## src/sv/dpsg_pkg.sv

```systemverilog
// Shared types and constants for the DAC pulse sequence generator.
// No dependencies; every other file but dpsg_ram imports this package.
package dpsg_pkg;

   localparam int TABLE_DEPTH = 2048;
   localparam int DAC_WIDTH   = 16;
   localparam int ADDR_W      = $clog2(TABLE_DEPTH);
   localparam int POS_W       = 12;
   localparam int LOAD_ADDR_W = 11;
   localparam int CSR_IDX_W   = 2;
   localparam int CSR_DATA_W  = 16;

   // item action codes
   localparam logic [1:0] ACT_TICK  = 2'd0;
   localparam logic [1:0] ACT_START = 2'd1;
   localparam logic [1:0] ACT_LOAD  = 2'd2;

   // register indexes
   localparam logic [CSR_IDX_W-1:0] CSR_SEQ_MODE    = 2'd0;
   localparam logic [CSR_IDX_W-1:0] CSR_SEQ_LENGTH  = 2'd1;
   localparam logic [CSR_IDX_W-1:0] CSR_RESET_LEVEL = 2'd2;

   // sequencer phase codes
   localparam logic [1:0] PH_PULSE = 2'd0;
   localparam logic [1:0] PH_GAP   = 2'd1;
   localparam logic [1:0] PH_RESET = 2'd2;

   localparam logic [1:0]           GROUP_END        = 2'd3;
   localparam logic [POS_W-1:0]     MAX_LEN          = POS_W'(TABLE_DEPTH);
   localparam logic [POS_W-1:0]     SEQ_LENGTH_INIT  = 12'd1;
   localparam logic [DAC_WIDTH-1:0] RESET_LEVEL_INIT = DAC_WIDTH'(-1000);

   // output queue
   localparam int OQ_DEPTH = 4;
   localparam int OQ_PTR_W = $clog2(OQ_DEPTH);
   localparam int OQ_CNT_W = $clog2(OQ_DEPTH + 1);

   typedef struct packed {
      logic [1:0]                   action;
      logic [LOAD_ADDR_W-1:0]       load_addr;
      logic signed [DAC_WIDTH-1:0]  load_value;
   } req_type;

   typedef struct packed {
      logic signed [DAC_WIDTH-1:0]  dac_value;
      logic                         last_of_run;
      logic                         seq_done;
   } rsp_type;

   // decision of one tick, handed from sequencer to output queue
   typedef struct packed {
      logic                         valid;       // tick produced results
      logic                         two;         // second result (0, done) follows
      logic                         from_table;  // first level comes from table read
      logic signed [DAC_WIDTH-1:0]  level;       // first level otherwise
   } push_type;

endpackage

```

## src/sv/dpsg_ctrl.sv

```systemverilog
// Sequencer: configuration registers, run state, table addressing.
// Depends on dpsg_pkg.
module dpsg_ctrl (
   input  logic                          clock,
   input  logic                          reset,
   input  logic                          accept,
   input  dpsg_pkg::req_type             req,
   input  logic                          csr_we,
   input  logic [dpsg_pkg::CSR_IDX_W-1:0]  csr_index,
   input  logic [dpsg_pkg::CSR_DATA_W-1:0] csr_wdata,
   output logic                          ram_we,
   output logic [dpsg_pkg::ADDR_W-1:0]   ram_waddr,
   output logic [dpsg_pkg::DAC_WIDTH-1:0] ram_wdata,
   output logic                          ram_re,
   output logic [dpsg_pkg::ADDR_W-1:0]   ram_raddr,
   output dpsg_pkg::push_type            push
);
   import dpsg_pkg::*;

   logic                 seq_mode_ff;
   logic [POS_W-1:0]     seq_length_ff;
   logic [DAC_WIDTH-1:0] reset_level_ff;

   logic                 active_ff, active_in;
   logic [POS_W-1:0]     position_ff, position_in;
   logic [1:0]           phase_ff, phase_in;
   logic [1:0]           group_ff, group_in;
   push_type             push_ff, push_in;

   logic [POS_W-1:0]     eff_len;
   logic [POS_W-1:0]     pos_inc;
   logic [1:0]           group_inc;

   always_ff @(posedge clock) begin
      if (reset) begin
         seq_mode_ff    <= 1'b0;
         seq_length_ff  <= SEQ_LENGTH_INIT;
         reset_level_ff <= RESET_LEVEL_INIT;
      end else if (csr_we) begin
         unique case (csr_index)
            CSR_SEQ_MODE:    seq_mode_ff    <= csr_wdata[0];
            CSR_SEQ_LENGTH:  seq_length_ff  <= csr_wdata[POS_W-1:0];
            CSR_RESET_LEVEL: reset_level_ff <= csr_wdata[DAC_WIDTH-1:0];
            default: ;
         endcase
      end
   end

   always_comb begin
      eff_len = seq_length_ff;
      if (seq_length_ff == '0) begin
         eff_len = POS_W'(1);
      end else if (seq_length_ff > MAX_LEN) begin
         eff_len = MAX_LEN;
      end
   end

   assign pos_inc   = position_ff + POS_W'(1);
   assign group_inc = group_ff + 2'd1;

   always_comb begin
      active_in   = active_ff;
      position_in = position_ff;
      phase_in    = phase_ff;
      group_in    = group_ff;
      push_in     = '0;
      if (accept) begin
         unique case (req.action)
            ACT_START: begin
               active_in   = 1'b1;
               position_in = '0;
               phase_in    = PH_PULSE;
               group_in    = '0;
            end
            ACT_TICK: begin
               if (active_ff) begin
                  if (!seq_mode_ff) begin
                     push_in.valid      = 1'b1;
                     push_in.from_table = 1'b1;
                     if (pos_inc >= eff_len) begin
                        push_in.two = 1'b1;
                        active_in   = 1'b0;
                        position_in = '0;
                        phase_in    = PH_PULSE;
                        group_in    = '0;
                     end else begin
                        position_in = pos_inc;
                     end
                  end else begin
                     unique case (phase_ff)
                        PH_PULSE: begin
                           push_in.valid      = 1'b1;
                           push_in.from_table = 1'b1;
                           phase_in           = PH_GAP;
                        end
                        PH_GAP: begin
                           push_in.valid = 1'b1;
                           position_in   = pos_inc;
                           if (group_inc == GROUP_END) begin
                              group_in = '0;
                              phase_in = PH_RESET;
                           end else begin
                              group_in = group_inc;
                              phase_in = (pos_inc >= eff_len) ? PH_RESET : PH_PULSE;
                           end
                        end
                        PH_RESET: begin
                           push_in.valid = 1'b1;
                           push_in.level = reset_level_ff;
                           if (position_ff >= eff_len) begin
                              push_in.two = 1'b1;
                              active_in   = 1'b0;
                              position_in = '0;
                              phase_in    = PH_PULSE;
                              group_in    = '0;
                           end else begin
                              phase_in = PH_PULSE;
                           end
                        end
                        default: begin
                           // stray phase: drop the run silently
                           active_in   = 1'b0;
                           position_in = '0;
                           phase_in    = PH_PULSE;
                           group_in    = '0;
                        end
                     endcase
                  end
               end
            end
            default: ;
         endcase
      end
   end

   always_ff @(posedge clock) begin
      if (reset) begin
         active_ff   <= 1'b0;
         position_ff <= '0;
         phase_ff    <= PH_PULSE;
         group_ff    <= '0;
         push_ff     <= '0;
      end else begin
         active_ff   <= active_in;
         position_ff <= position_in;
         phase_ff    <= phase_in;
         group_ff    <= group_in;
         push_ff     <= push_in;
      end
   end

   // table read is issued with the tick; data lands next to push_ff
   assign ram_we    = accept && (req.action == ACT_LOAD);
   assign ram_waddr = req.load_addr[ADDR_W-1:0];
   assign ram_wdata = req.load_value;
   assign ram_re    = accept && (req.action == ACT_TICK);
   assign ram_raddr = position_ff[ADDR_W-1:0];
   assign push      = push_ff;

endmodule

```

## config.mk

```make
export PLATFORM = sky130hd
export DESIGN_NAME = dpsg_ctrl
export DESIGN_NICKNAME = d
export VERILOG_FILES = /design/src/sv/dpsg_pkg.sv /design/src/sv/dpsg_ctrl.sv
export SDC_FILE = /design/constraint.sdc
export NUM_CORES = 1
export LEC_CHECK = 0
export ABC_CLOCK_PERIOD_IN_PS = 3950
export BUFFER_PORTS_ARGS = -buffer_cell sky130_fd_sc_hd__buf_2
export CAP_MARGIN = 20
export CORE_UTILIZATION = 53
export CTS_BUF_LIST = sky130_fd_sc_hd__clkbuf_8
export CTS_CLUSTER_SIZE = 28
export DETAILED_ROUTE_END_ITERATION = 12
export PLACE_DENSITY = 0.82
export RECOVER_POWER = 100
export SYNTH_ARGS = -nofsm -noshare
export SYNTH_HDL_FRONTEND = slang
export SYNTH_SLANG_ARGS = --single-unit
```

## constraint.sdc

```tcl
create_clock -name clock -period 3.95 [get_ports clock]
set_input_delay 0.9875 -clock clock [delete_from_list [all_inputs] [get_ports clock]]
set_output_delay 0.9875 -clock clock [all_outputs]
set_load 0.05 [all_outputs]
```

[After elaboration in Yosys (flattened, before gate mapping)]
Index checks and enable logic that the tools add are counted.
Word-level totals
  input port bits: 51
  register bits: 65
  logic and storage cells: 83
  output and inout port bits: 59
Operators by class
  $lt $le $gt $ge: 3
  mux-type cells: 33
  bitwise logic cells: 5
  equal/unequal tests: 11
  reduce and logical (&&, ||, !) cells: 18
  add/subtract/negate cells: 2
Operators with widths (number)
  $mux W12: 6
  $pmux W12 S3: 1
  $ge A12 B12 Y1: 2
  $pmux W12 S2: 1
  $mux W2: 9
  $add A12 B1 Y12 const B: 1
  $gt A12 B12 Y1 const B: 1
  $logic_not A12 Y1: 1
  $pmux W2 S2: 3
  $mux W1: 9
  $eq A2 B2 Y1 const B: 4
  $reduce_and A2 Y1: 4
  $eq A2 B1 Y1 const B: 3
  $logic_not A2 Y1: 3
  $ne A3 B3 Y1 const B: 2
  $pmux W2 S3: 1
  $reduce_and A6 Y1: 1
  $reduce_or A6 Y1: 1
  $not A1 Y1: 5
  $reduce_and A5 Y1: 1
  $ne A4 B4 Y1 const B: 1
  $pmux W1 S2: 2
  $reduce_and A4 Y1: 1
  $reduce_or A4 Y1: 1
  other kinds (7): 8

[Logic depth before layout (Yosys ltp)]
  depth in word-level cells: 10
  depth in mapped cells: 14

[Worst setup path after synthesis]
Ideal clock, no wire load.
  kind: reg-to-reg
  start: reg position_ff[2]
  end: reg position_ff[2]
  cell stages (with the launch flop): 13
  path slack: 0.852 ns
  period minus slack after synthesis: 3.098 ns
  data arrival time: 3.003 ns
  required time: 3.855 ns
  cells stage by stage: dfxtp_1 -> nand3_1 -> nor3_2 -> and3_1 -> and3_1 -> xnor2_1 -> inv_1 -> ha_1 -> and4_1 -> a31oi_1 -> a31oi_1 -> or4b_1 -> o311ai_1
On the way
  cells in the longest elaborated chain, start to end: 6
  elaborated cells between the ends (all ways): 10
  classes of those cells: add/sub (1); order compare (2); eq/ne (1); mux (5); reduce/logical (1)
RTL lines
  start: declaration: RTL line dpsg_ctrl.sv:25  | logic [POS_W-1:0] position_ff, position_in;
  start signal: assignment: RTL line dpsg_ctrl.sv:145  | position_ff <= position_in;
  $add A12 B1 Y12: RTL line dpsg_ctrl.sv:58  | assign pos_inc = position_ff + POS_W'(1);
  $ge A12 B12 Y1: RTL line dpsg_ctrl.sv:80  | if (pos_inc >= eff_len) begin
  $mux W12: RTL line dpsg_ctrl.sv:80
  $mux W12: RTL line dpsg_ctrl.sv:77  | if (!seq_mode_ff) begin
  $mux W12: RTL line dpsg_ctrl.sv:76  | if (active_ff) begin
  $pmux W12 S2: RTL line dpsg_ctrl.sv:68  | unique case (req.action)
Several ways; a longest one is shown, not always the timed one. The select of a mux whose other input is x is not followed.
A chain may end at the register's enable or synchronous reset.

[Worst setup path after layout]
  start: reg position_ff[0]
  end: reg position_ff[2]
Same word-level chain as after synthesis.

==> metrics.md <==
| Metric | Value |
|---|---|
| DR WL/cell | 15.0 um |
| Vias per Instance | 5.62 |
| Drt first-iter violations | 176 |
| Synth top area cells | dfxtp_1, ha_1, nand2_1 |
| Pin slew with the least headroom to its limit | 1510 ps |
| Vias in the first global route | 2666 |
| Port buffer count | 55 |
| Clock Tree Buf Depth | 2 |
| Setup TNS | 0 ps |
| Drc violations | 0 |
| Max-slew headroom | -0.389% |
| 1st-pass router iterations | 4 |
| Failing checks | capacitance limit, slew limit |
| Worst hold slack | 449 ps |
| # setup viols final | 0 |
| Fmax | 277 MHz |
| CP max stage cell | or4b_1 |
| Routed wire length | 7.74 mm |
| IO Pins | 110 |
| Initial core utilization | 55.4% |
| Mapped Area | 0.00354 sq mm |
| Later-pin clock latency in the skew report | 340 ps |
| PwrDens | 384 mW/mm^2 |
| Site row count | 29 |
| Dpl hpwl | 5.48 mm |
| Clock sinks | 65 |
| Worst IR Drop VDD | 0.278 mV |
| First-pass GRT wire length | 12.4 mm |
| CP Max Fanout | 7 |
| Share of cells above drive strength 1 | 10.3% |
| Number of flops mapped to enable cells by yosys | 0 |
| Post-route ant nets | 0 |
| Worst EP required | 4190 ps |
| Yosys warnings | 0 |
| Core Region | 0.00639 sq mm |
| #FFs+latches synth | 65 |
| Gpl congestion | 0.982 |
| Die area | 0.00700 sq mm |
| Fin Clk Skew | 6.40 ps |
| Distinct cells, synth | 51 |
| Width of the die | 83.7 um |
| CP Data Arrival Time | 3850 ps |
| Seq/Total Area, Yosys | 36.8% |
| Max Cap Viol | 1 |
| Top-area cell type share of the netlist area | 36.8% |
| RSZ-0062 raised after global routing | false |
| Leakage power | 1.48 nW |
| Routed vias | 2901 |
| Final min period | 3610 ps |
| ANT cells | 0 |
| CTS clock-pin slew for the worst setup and hold paths | 70 ps |
| CTS Buf Count | 9 |
| Die Y-Extent | 83.7 um |
| Fin crit share | 91.4% |
| Crit path largest cell delay | 470 ps |
| Setup WS pre-CTS | 425 ps |
| CTS tree | built |
| GRT Util Overall | 21.9% |
| Cell taking the most area after synthesis | dfxtp_1 |
| CP endpoint kind | flip-flop |
| Critical path class | flip-flop to flip-flop |
| Grt total ovfl | 0 |
| Count leader, synth | nand2_1 |
| Worst min path class | flip-flop to flip-flop |
| H-tree levels | 3 |
| Asr flop ratio synth | 0% |
| Synthesized area per cell | 8.44 sq um |
| Net Count, Synth | 496 |
| R2R Setup Slk | 340 ps |
| Initial antenna violation count | 0 |
| Status | finished with violations |
| Largest net degree at the start of global routing | 37 |
| Worst setup SP type | flip-flop |
| Slew Limit Fails | 36 |
| Layout area overhead | 5.13% |
| Commonest cells in the netlist | nand2_1, dfxtp_1, buf_4, a21oi_1, ha_1 |
| Fin nets | 511 |
| Hold buffers post-CTS | 0 |
| Cells after synthesis | 419 |
| Cell breakdown of the critical path | ha_1 > nand3_1 > nor2_1 > nand3_1 > xnor2_1 > ha_1 > a21oi_1 > nand2_1 > a22oi_1 > a31oi_1 > buf_4 > or4b_1 > o311ai_1 |
| Tot Pwr | 1.43 mW |
| Final Hold Vio Count | 0 |
| Main synth FF type | dfxtp_1 |
| Clk root buf | clkbuf_8 |
| Final setup margin | 340 ps |
-- worst paths after layout --
kind | start | cells after the start | endpoint
setup / recovery | position_ff[0]$_SDFFE_PP0P_ | 13 | position_ff[2]$_SDFFE_PP0P_
hold / removal | reset_level_ff[9]$_SDFFE_PP0P_ | 2 | reset_level_ff[9]$_SDFFE_PP0P_
setup reg to reg | position_ff[0]$_SDFFE_PP0P_ | 13 | position_ff[2]$_SDFFE_PP0P_
hold reg to reg | reset_level_ff[9]$_SDFFE_PP0P_ | 2 | reset_level_ff[9]$_SDFFE_PP0P_
-- repair_timing --
action | CTS | global route
resized for setup | 0 | 1
buffers inserted | 0 | 0
setup endpoints to repair | 0 | 3
endpoints found under the hold margin | 0 | 0
-- worst max-delay path: cells and delay by family, from the launching register on --
family,cells,cell delay [ps]
flip-flops,1,430
adder cells (fa/ha/maj),2,570
AND/OR/NAND/NOR,5,1220
XOR/XNOR,1,270
buffers and inverters,1,210
AO/OA/AOI/OAI,4,810
-- through the flow --
stage / area (sq um) / util (%) / cells
floorplan: 3540 / - / 419
global placement: 3570 / 55.9 / 500
detailed placement: 3570 / 55.9 / 500
CTS: 3800 / 59.5 / 516
global route: 3720 / 58.2 / 516
finish: 3720 / 58.2 / 516
-- final cells by class --
cell class	count	area, sq um
inverter	12	45.0
multi-input combinational	287	1790
tap	77	96.3
clock inverter	6	90.1
fill	564	2670
sequential	65	1300
clock buffer	10	138
timing repair buffer	59	253
-- power breakdown --
group	switching, mW	internal (mW)
registers	0.00820	0.667
clock network	0.268	0.374
logic	0.0703	0.0398
-- state kept, by name, indices dropped and copies added (netlist names) --
name,flops
group_ff,2
active_ff,1
seq_mode_ff,1
push,19
reset_level_ff,16
position_ff,12
phase_ff,2
seq_length_ff,12
-- metal layers --
layer	routed length [um]	track usage, %	vias to the layer above
li1	-	-	1431
met1	3400	26.2	1335
met2	3670	36.4	101
met3	404	4.25	34
met4	259	13.1	0
met5	0	0	-
-- kinds of logic (layout without fill, tap and decap cells) --
| kind of cell | after synthesis | in the layout | share of synthesized area, % |
|---|---|---|---|
| buffers and inverters | 67 | 87 | 11.7 |
| XOR/XNOR | 10 | 10 | 2.48 |
| multiplexers | 3 | 3 | 0.885 |
| adder cells (fa/ha/maj) | 26 | 26 | 9.20 |
| AO/OA/AOI/OAI | 66 | 66 | 12.8 |
| AND/OR/NAND/NOR | 182 | 182 | 26.2 |
| flip-flops | 65 | 65 | 36.8 |
-- cells in the final DEF, fill, tap and decap left out, drive strengths merged, types with 4 or more instances in the layout --
| master | Yosys | final |
|---|---|---|
| nand2 | 81 | 81 |
| dfxtp | 65 | 65 |
| clkbuf | 14 | 48 |
| a21oi | 32 | 32 |
| ha | 26 | 26 |
| buf | 41 | 21 |
| nor2 | 17 | 17 |
| and2 | 16 | 16 |
| nand3b | 14 | 14 |
| inv | 12 | 13 |
| nand2b | 10 | 10 |
| nand3 | 8 | 8 |
| xnor2 | 7 | 7 |
| nor3 | 7 | 7 |
| a31oi | 6 | 6 |
| o21ai | 6 | 6 |
| or2 | 4 | 4 |
| o32ai | 4 | 4 |
| or3 | 4 | 4 |
(Power assumes the default switching activity.)
