File: src/sv/dpsg_pkg.sv
// Shared types and constants for the DAC pulse sequence generator.
// No dependencies; every other file but dpsg_ram imports this package.
package dpsg_pkg;

   localparam int TABLE_DEPTH = 2048;
   localparam int DAC_WIDTH   = 16;
   localparam int ADDR_W      = $clog2(TABLE_DEPTH);
   localparam int POS_W       = 12;
   localparam int LOAD_ADDR_W = 11;
   localparam int CSR_IDX_W   = 2;
   localparam int CSR_DATA_W  = 16;

   // item action codes
   localparam logic [1:0] ACT_TICK  = 2'd0;
   localparam logic [1:0] ACT_START = 2'd1;
   localparam logic [1:0] ACT_LOAD  = 2'd2;

   // register indexes
   localparam logic [CSR_IDX_W-1:0] CSR_SEQ_MODE    = 2'd0;
   localparam logic [CSR_IDX_W-1:0] CSR_SEQ_LENGTH  = 2'd1;
   localparam logic [CSR_IDX_W-1:0] CSR_RESET_LEVEL = 2'd2;

   // sequencer phase codes
   localparam logic [1:0] PH_PULSE = 2'd0;
   localparam logic [1:0] PH_GAP   = 2'd1;
   localparam logic [1:0] PH_RESET = 2'd2;

   localparam logic [1:0]           GROUP_END        = 2'd3;
   localparam logic [POS_W-1:0]     MAX_LEN          = POS_W'(TABLE_DEPTH);
   localparam logic [POS_W-1:0]     SEQ_LENGTH_INIT  = 12'd1;
   localparam logic [DAC_WIDTH-1:0] RESET_LEVEL_INIT = DAC_WIDTH'(-1000);

   // output queue
   localparam int OQ_DEPTH = 4;
   localparam int OQ_PTR_W = $clog2(OQ_DEPTH);
   localparam int OQ_CNT_W = $clog2(OQ_DEPTH + 1);

   typedef struct packed {
      logic [1:0]                   action;
      logic [LOAD_ADDR_W-1:0]       load_addr;
      logic signed [DAC_WIDTH-1:0]  load_value;
   } req_type;

   typedef struct packed {
      logic signed [DAC_WIDTH-1:0]  dac_value;
      logic                         last_of_run;
      logic                         seq_done;
   } rsp_type;

   // decision of one tick, handed from sequencer to output queue
   typedef struct packed {
      logic                         valid;       // tick produced results
      logic                         two;         // second result (0, done) follows
      logic                         from_table;  // first level comes from table read
      logic signed [DAC_WIDTH-1:0]  level;       // first level otherwise
   } push_type;

endpackage

File: src/sv/dpsg_outq.sv
// Result queue: takes one or two results per tick, hands out one per transfer.
// Depends on dpsg_pkg.
module dpsg_outq (
   input  logic                          clock,
   input  logic                          reset,
   input  dpsg_pkg::push_type            push,
   input  logic [dpsg_pkg::DAC_WIDTH-1:0] table_data,
   output logic                          room,
   output logic                          rsp_valid,
   input  logic                          rsp_stall,
   output dpsg_pkg::rsp_type             rsp_data
);
   import dpsg_pkg::*;

   rsp_type               entry_ff [OQ_DEPTH];
   logic [OQ_PTR_W-1:0]   wr_ptr_ff, wr_ptr_in;
   logic [OQ_PTR_W-1:0]   rd_ptr_ff, rd_ptr_in;
   logic [OQ_CNT_W-1:0]   count_ff, count_in;
   logic [OQ_CNT_W-1:0]   n_push;
   logic                  pop;
   rsp_type               first, second;
   logic [OQ_PTR_W-1:0]   wr_ptr_nxt;

   assign n_push = push.valid ? (push.two ? OQ_CNT_W'(2) : OQ_CNT_W'(1)) : '0;
   assign pop    = rsp_valid && !rsp_stall;

   always_comb begin
      first.dac_value   = push.from_table ? table_data : push.level;
      first.last_of_run = !push.two;
      first.seq_done    = 1'b0;
      second.dac_value   = '0;
      second.last_of_run = 1'b1;
      second.seq_done    = 1'b1;
   end

   assign wr_ptr_nxt = wr_ptr_ff + OQ_PTR_W'(1);
   assign wr_ptr_in  = wr_ptr_ff + n_push[OQ_PTR_W-1:0];
   assign rd_ptr_in  = rd_ptr_ff + OQ_PTR_W'(pop);
   assign count_in   = count_ff + n_push - OQ_CNT_W'(pop);

   always_ff @(posedge clock) begin
      if (push.valid) begin
         entry_ff[wr_ptr_ff] <= first;
         if (push.two) begin
            entry_ff[wr_ptr_nxt] <= second;
         end
      end
   end

   always_ff @(posedge clock) begin
      if (reset) begin
         wr_ptr_ff <= '0;
         rd_ptr_ff <= '0;
         count_ff  <= '0;
      end else begin
         wr_ptr_ff <= wr_ptr_in;
         rd_ptr_ff <= rd_ptr_in;
         count_ff  <= count_in;
      end
   end

   // space for the worst case of the next tick, ignoring this cycle's pop
   assign room      = (count_ff + n_push) <= OQ_CNT_W'(OQ_DEPTH - 2);
   assign rsp_valid = (count_ff != '0);
   assign rsp_data  = entry_ff[rd_ptr_ff];

endmodule

File: config.mk
export PLATFORM = sky130hd
export DESIGN_NAME = dpsg_outq
export DESIGN_NICKNAME = d
export VERILOG_FILES = /design/src/sv/dpsg_pkg.sv /design/src/sv/dpsg_outq.sv
export SDC_FILE = /design/constraint.sdc
export NUM_CORES = 1
export LEC_CHECK = 0
export BUFFER_PORTS_ARGS = -buffer_cell sky130_fd_sc_hd__buf_2
export CAP_MARGIN = 25
export CORE_UTILIZATION = 50
export CTS_CLUSTER_DIAMETER = 30
export DETAILED_ROUTE_END_ITERATION = 16
export GPL_ROUTABILITY_DRIVEN = 1
export PLACE_DENSITY = 0.79
export SETUP_SLACK_MARGIN = 0.5
export SLEW_MARGIN = 10
export SYNTH_ARGS = -nofsm -noshare
export SYNTH_HDL_FRONTEND = slang
export SYNTH_SLANG_ARGS = --single-unit
File: constraint.sdc
create_clock -name clock -period 1.54 [get_ports clock]
set_clock_uncertainty 0.05 [all_clocks]
set_input_delay 0.077 -clock clock [delete_from_list [all_inputs] [get_ports clock]]
set_output_delay 0.077 -clock clock [all_outputs]
set_load 0.01 [all_outputs]
==> results.json, run 1 <==
{
  "cts_max_level": 3,
  "numCtsBuffers": 9,
  "lastStage": "global routing (5_1_grt)",
  "die_w_um": 84.88,
  "syn_nets": 367,
  "yosysUniqueCellTypes": 28,
  "dieHeight_um": 84.88,
  "synthFlopType": "dfxtp_1",
  "ios": 58,
  "initial_core_util": 0.5288,
  "detailed_place_hpwl_um": 4969,
  "dpl_cell_area_sq_um": 4076,
  "ys_ff_latch": 79,
  "tool.error": "[ERROR DPL-0038] Utilization greater than 100%, impossible to legalize",
  "cts.sinks": 79,
  "outcome": "aborted with a tool error",
  "place_inst": 448,
  "synth.avg_cell_area_sq_um": 10.63,
  "synth_top_area_cell": "dfxtp_1",
  "syn_area_sq_um": 3435,
  "async_flop_share": 0,
  "synth_edf_count": 0,
  "yosysWarnings": 0,
  "synth.top_cell.area_share": 0.4605,
  "num_rows": 29,
  "grt-worst-endpoint": "room",
  "gp_congestion": 0.7272,
  "ctsLongestPathBuffers": 2,
  "synthTopCellsByArea": "dfxtp_1 (46%), a211oi_1 (14%), mux4_2 (12%)",
  "port_buffers": 57,
  "synth_cells": 323,
  "seq_area_frac_synth": 0.4605,
  "cts-root-buf": "clkbuf_8",
  "grt_max_degree": 18,
  "endpoint_type": "output port"
}
## kinds of logic after synthesis
logic type	share of synthesized area
AOI/OAI and AO/OA	0.1566
xor gates and xnor gates	0.01275
adders and majority gates	0.02404
buffers and inverters	0.05938
DFF	0.4605
muxes	0.1647
and+or+nand+nor	0.1220
## timing repair
item,4_1_cts
endpoints found under the setup margin,99
buffers inserted,35
pin swaps,53
endpoints found under the hold margin,7
resized for setup,198
hold buffers,1
gates cloned,21
## metrics by stage
stage | setup WS [ps] | hold slack [ps]
floorplan | 70.80 | 91.20
CTS | -278.0 | 111.2
global placement | 1.090 | 283.4
detailed placement | -73.02 | 290.1
## synthesized netlist by cell type, types with 2 or more instances
cell type	count
a211oi_1	64
a21oi_1	2
and3b_1	2
buf_2	15
buf_4	11
dfxtp_1	79
ha_1	5
inv_1	8
mux2i_1	16
mux4_2	18
nor2_1	74
nor2b_1	5
nor3b_4	2
o21bai_1	3
o22ai_1	2
xnor2_1	5
==> run 2, diff against run 1 <==
--- a/config.mk
+++ b/config.mk
@@ -7,12 +7,10 @@
 export LEC_CHECK = 0
 export BUFFER_PORTS_ARGS = -buffer_cell sky130_fd_sc_hd__buf_2
 export CAP_MARGIN = 25
-export CORE_UTILIZATION = 50
-export CTS_CLUSTER_DIAMETER = 30
+export CORE_UTILIZATION = 40
 export DETAILED_ROUTE_END_ITERATION = 16
 export GPL_ROUTABILITY_DRIVEN = 1
-export PLACE_DENSITY = 0.79
-export SETUP_SLACK_MARGIN = 0.5
+export PLACE_DENSITY_LB_ADDON = 0.15
 export SLEW_MARGIN = 10
 export SYNTH_ARGS = -nofsm -noshare
 export SYNTH_HDL_FRONTEND = slang
==> constraint.sdc (replaced) <==
create_clock -name clock -period 2 [get_ports clock]
set_clock_uncertainty 0.05 [all_clocks]
set_input_delay 0.1 -clock clock [delete_from_list [all_inputs] [get_ports clock]]
set_output_delay 0.1 -clock clock [all_outputs]
set_load 0.01 [all_outputs]
==> run 2 against run 1 <==
Compared with the run above:
- the run now ends clean
- synthesized area is the same
- synthesized cell count is the same
==> results.json, run 2 <==
{
  "outcome": "finished, final reports clean",
  "num_rows": 33,
  "insertedDiodeCount": 0,
  "critPathKind": "flip-flop to output pin",
  "power.clock.fraction": 0.209,
  "async_flop_share": 0,
  "intPower_mw": 3.518,
  "dr.pass1.iters": 4,
  "finalSetupViolations": 0,
  "synth.top_cell.area_share": 0.4605,
  "drt-vias-per-instance": 5.117,
  "arrival_ps": 1670,
  "yosysWarnings": 0,
  "grt_max_degree": 35,
  "synthTopCellsByArea": "dfxtp_1 (46%), a211oi_1 (14%), mux4_2 (12%)",
  "cts.sinks": 79,
  "p_total_mw": 5.120,
  "power_frac_comb": 0.335,
  "synth_top_area_cell": "dfxtp_1",
  "ys_ff_latch": 79,
  "synth.avg_cell_area_sq_um": 10.63,
  "die_area_sq_um": 8961,
  "fin_setup_tns_ps": 0,
  "clkTransAtPathRegs_ps": 70,
  "postCtsSetupBuffers": 0,
  "p_sw_frac": 0.3128,
  "drc_errors": 0,
  "cp.required_ps": 1850,
  "holdPathStages": 3,
  "dr_total_vias": 2492,
  "cellLeakagePower_nw": 1.587,
  "reg_top3": "entry_ff: 72 flops, count_ff: 3 flops",
  "syn_nets": 367,
  "antenna_found_initial": 0,
  "synth_common_cells": "dfxtp_1 (79), nor2_1 (74), a211oi_1 (64), mux4_2 (18), mux2i_1 (16)",
  "mostFrequentLayoutCells": "dfxtp_1 (79), nor2_1 (74), a211oi_1 (64)",
  "ctsResizeCount": 0,
  "wire_per_inst_um": 15.30,
  "yosysMostFrequentCell": "dfxtp_1",
  "grt_pass1_wl_um": 12770,
  "pwr-share-seq": 0.456,
  "wl_um": 7453,
  "reg2regPathDepth": 6,
  "fmax_ghz": 0.5482,
  "min_from": "push[17]",
  "drv_cap": 0,
  "yosysUniqueCellTypes": 28,
  "final_hold_viol_count": 0,
  "timing.rr.start": "count_ff[2]",
  "seq_area_frac_synth": 0.4605,
  "port_buffers": 57,
  "cts-root-buf": "clkbuf_8",
  "cts_tree": "yes",
  "gr-total-overflow": 0,
  "cts_max_level": 3,
  "synthFlopType": "dfxtp_1",
  "grt_util_all_layers": 0.1908,
  "slew_viol_final": 0,
  "rsz0062_at_grt": "no",
  "detailed_place_hpwl_um": 4875,
  "die_w_um": 94.66,
  "startpoint": "count_ff[0]",
  "core_area_sq_um": 8258,
  "syn_area_sq_um": 3435,
  "final.min_clock_period_ps": 1824,
  "max_slew_margin": 0.6376,
  "pwr_density_cell_nw_per_um2": 1276,
  "nNetsFinal": 421,
  "final_common_cell": "dfxtp_1",
  "gp_congestion": 0.6936,
  "crit_path_start_kind": "flip-flop",
  "ir_worst_vdd_v": 0.0005981,
  "hold_path_class": "input pin to flip-flop",
  "ctsLongestPathBuffers": 2,
  "layout-drive-gt1-share": 0.2801,
  "ios": 58,
  "min_period_over_period": 0.9120,
  "grt_pass1_vias": 2545,
  "synth_edf_count": 0,
  "syn2layout_area_growth_pct": 16.79,
  "largest-register": "entry_ff",
  "fin_util": 0.4858,
  "insertion_delay_ps": 330,
  "numCtsBuffers": 9,
  "worst-path-max-fanout": 2,
  "largest_register_ffs": 72,
  "end_kind": "output pin",
  "p_switching_mw": 1.602,
  "drtIter0Drc": 76,
  "tightest_slew_ps": 543.7,
  "synth_cells": 323,
  "initial_core_util": 0.4159,
  "drtAntennaViolNets": 0,
  "dieHeight_um": 94.66
}
==> run 2: cell counts after synthesis <==
Identical to the previous run, type by type.
==> run 2: cell families after synthesis <==
kind of cell,count (synthesis),share of synthesized area
and+or+nand+nor,90,0.1220
DFF,79,0.4605
AOI/OAI and AO/OA,73,0.1566
buffers and inverters,36,0.05938
muxes,34,0.1647
adders and majority gates,6,0.02404
xor gates and xnor gates,5,0.01275
==> run 2: area by class of cell <==
type                            instances  area [sq um]
Sequential cell                        79          1582
Inverter                                8         30.03
Multi-Input combinational cell        208          1649
Fill cell                             788          4247
Timing Repair Buffer                   71         442.9
Clock inverter                          3         17.52
Tap cell                              105         131.4
Clock buffer                           13         158.9
==> run 2: critical path, cell delays in order, from the launching register on <==
cell     delay, ps
dfxtp_1        330
ha_1           140
inv_1           50
fa_1           370
xnor2_1        250
a21oi_1         60
buf_2          140
==> run 2: repair_timing <==
| action | in CTS | in global routing |
|---|---|---|
| hold buffers | 1 | 0 |
| hold endpoints to repair | 7 | 0 |
| endpoints found under the setup margin | 0 | 0 |
==> run 2: per-layer routing <==
metal,vias up,routed length (um),track usage
met5,-,0,0
met4,0,103,0.06818
met3,11,220,0.03462
met2,38,3593,0.3159
met1,1157,3537,0.2487
li1,1286,-,-
==> run 2: power groups by stage <==
stage	clock [mW]	sequential, mW	combinational [mW]
3_5_place_dp	0	2.37	1.74
3_3_place_gp	0	2.36	1.71
2_1_floorplan	0	2.28	1.29
5_1_grt	1.18	2.40	1.92
4_1_cts	1.10	2.34	1.75
6_report	1.07	2.33	1.72
==> run 2: per-stage QoR <==
step                setup WS [ps]  cell area (sq um)  cells  hold slack [ps]
global route                91.90               4011    487            128.6
floorplan                   415.7               3435    323            116.7
detailed placement          276.4               3825    470            316.5
CTS                         154.2               4011    487            106.6
finish                      176.0               4011    487            124.2
global placement            325.6               3825    470            314.6
==> run 2: worst paths after layout <==
kind                    endpoint  slack [ps]
setup reg to reg     count_ff[2]         380
hold / removal    entry_ff[1][1]         120
setup / recovery            room         180
hold reg to reg   entry_ff[1][1]         400
No activity file was read; power rests on OpenSTA's default activity.
==> run 3, diff against run 2 <==
--- a/config.mk
+++ b/config.mk
@@ -11,6 +11,7 @@
 export DETAILED_ROUTE_END_ITERATION = 16
 export GPL_ROUTABILITY_DRIVEN = 1
 export PLACE_DENSITY_LB_ADDON = 0.15
+export SETUP_SLACK_MARGIN = 0.4
 export SLEW_MARGIN = 10
 export SYNTH_ARGS = -nofsm -noshare
 export SYNTH_HDL_FRONTEND = slang
==> run 3 against run 2 <==
Compared with the run above:
- sequential power is essentially flat
- power increased by 7.3%
- global-route usage is 0.38 points higher
- critical path type unchanged
- combinational power up 20%
- flip-flop and latch count unchanged
- wire length is 2.9% higher
- largest cell class unchanged
- final area increased by 6.0%
- critical path depth unchanged
- first-iteration DRC count fell by 30%
==> results.json, run 3 (synthesized netlist as in run 2, its figures left out) <==
{
  "outcome": "finished, final reports clean",
  "cts_max_level": 3,
  "holdPathEnd": "entry_ff[1][1]",
  "fin_util": 0.5148,
  "dr.pass1.iters": 4,
  "crit_slowest_cell": "fa_2",
  "rsz0062_at_grt": "yes",
  "mostFrequentLayoutCells": "nor2_1 (74), dfxtp_1 (73), a211oi_1 (64)",
  "cpPeakStageDelay_ps": 530,
  "fin_setup_tns_ps": 0,
  "ios": 58,
  "num_rows": 33,
  "gr-total-overflow": 0,
  "numCtsBuffers": 9,
  "end_kind": "output pin",
  "core_area_sq_um": 8258,
  "wl_um": 7672,
  "critPathKind": "flip-flop to output pin",
  "cellLeakagePower_nw": 1.687,
  "drt-vias-per-instance": 5.156,
  "worst_path_most_repeated_cell": "inv_1",
  "min_period_over_period": 0.9125,
  "worst-path-max-fanout": 2,
  "nNetsFinal": 428,
  "insertion_delay_ps": 330,
  "grt_util_all_layers": 0.1946,
  "port_buffers": 57,
  "drtAntennaViolNets": 0,
  "ir_worst_vdd_v": 0.0005402,
  "finalSetupViolations": 0,
  "holdPathStages": 3,
  "ctsLongestPathBuffers": 2,
  "syn2layout_area_growth_pct": 23.79,
  "tightest_slew_ps": 535.1,
  "max_slew_margin": 0.6432,
  "pwr_density_cell_nw_per_um2": 1292,
  "reg_top3": "entry_ff: 72 flops, count_ff: 3 flops",
  "rr_endpoint": "count_ff[2]",
  "final_common_cell": "nor2_1",
  "grt_pass1_vias": 2584,
  "antenna_found_initial": 0,
  "hold_path_class": "input pin to flip-flop",
  "detailed_place_hpwl_um": 4875,
  "drtIter0Drc": 53,
  "grt_max_degree": 35,
  "die_w_um": 94.66,
  "r2r_slack_ps": 420,
  "slew_viol_final": 0,
  "dr_total_vias": 2547,
  "die_area_sq_um": 8961,
  "clkTransAtPathRegs_ps": 70,
  "cts_tree": "yes",
  "crit_chain": "ha_1, inv_1, fa_2, inv_1, a21oi_1, buf_2",
  "cts.sinks": 79,
  "initial_core_util": 0.4159,
  "grt_pass1_wl_um": 13030,
  "final_hold_viol_count": 0,
  "fillCellCount": 777,
  "reg2regPathDepth": 6,
  "layout-drive-gt1-share": 0.3162,
  "insertedDiodeCount": 0,
  "cts-root-buf": "clkbuf_8",
  "timing.rr.start": "count_ff[2]",
  "final.min_clock_period_ps": 1825,
  "arrival_ps": 1670,
  "drv_cap": 0,
  "dieHeight_um": 94.66,
  "min_from": "push[17]",
  "largest-register": "entry_ff",
  "crit_path_start_kind": "flip-flop",
  "wire_per_inst_um": 15.53,
  "largest_register_ffs": 72,
  "fmax_ghz": 0.5480,
  "drc_errors": 0,
  "cp.required_ps": 1850,
  "gp_congestion": 0.6936
}
-- run 3: cell types whose count changed in the layout (fill, tap and decap cells not counted), sizes merged --
cell and delta:
buf +7
-- run 3: routing by layer --
metal,GRT usage,up-vias,wire length (um),part of all wire
li1,-,1303,-,-
met1,0.2518,1195,3565,0.46
met2,0.3237,39,3776,0.49
met3,0.03704,10,236,0.031
met4,0.06818,0,94,0.012
met5,0,-,0,0
-- run 3: how the worst max path moves through the flow --
| stage | start | endpoint | slack [ps] | cells past startpoint |
|---|---|---|---|---|
| after floorplan | count_ff[2] | count_ff[2] | 420 | 6 |
| after global placement | push[18] | count_ff[2] | 330 | 8 |
| after detailed placement | push[18] | count_ff[2] | 280 | 8 |
| after CTS | count_ff[0] | room | 160 | 6 |
| after global routing | count_ff[0] | room | 90 | 6 |
| final | count_ff[0] | room | 180 | 6 |
-- run 3: layout make-up --
type / instances / area (sq um) / share of cell area
well taps: 105 / 131.4 / 0.03090
clock inverters: 3 / 17.52 / 0.004120
flip-flops and latches: 79 / 1594 / 0.3749
repair buffers: 78 / 653.1 / 0.1536
multi-input cells: 208 / 1667 / 0.3920
clock buffers: 13 / 158.9 / 0.03737
inverters: 8 / 30.03 / 0.007063
-- run 3: per-stage QoR --
stage	hold slack, ps	cell area [sq um]	instances	total power, mW	worst slack [ps]
finish	145.6	4252	494	5.493	175.1
global route	162.7	4252	494	5.889	89.36
CTS	106.6	4195	492	5.476	157.3
detailed placement	316.5	3825	470	4.116	276.4
global placement	314.6	3825	470	4.065	325.6
floorplan	116.7	3435	323	3.572	415.7
-- run 3: repair_timing --
action / 4_1_cts / 5_1_grt
hold endpoints to repair: 7 / 0
hold buffers: 1 / 0
gates resized for setup: 26 / 11
pin swaps: 1 / 0
setup endpoints to repair: 20 / 51
setup buffers: 4 / 2
gates cloned: 1 / 0
-- run 3: power by group --
group	switching, mW	internal (mW)
Sequential	0.260	2.09
Clock	0.557	0.516
Combinational	0.855	1.21
-- run 3: critical path: cells and delay by family, from the launching register on --
family	cells	cell delay, ps
adder cells (fa/ha/maj)	2	660
flip-flops	1	330
AO/OA/AOI/OAI	1	120
buffers and inverters	3	230
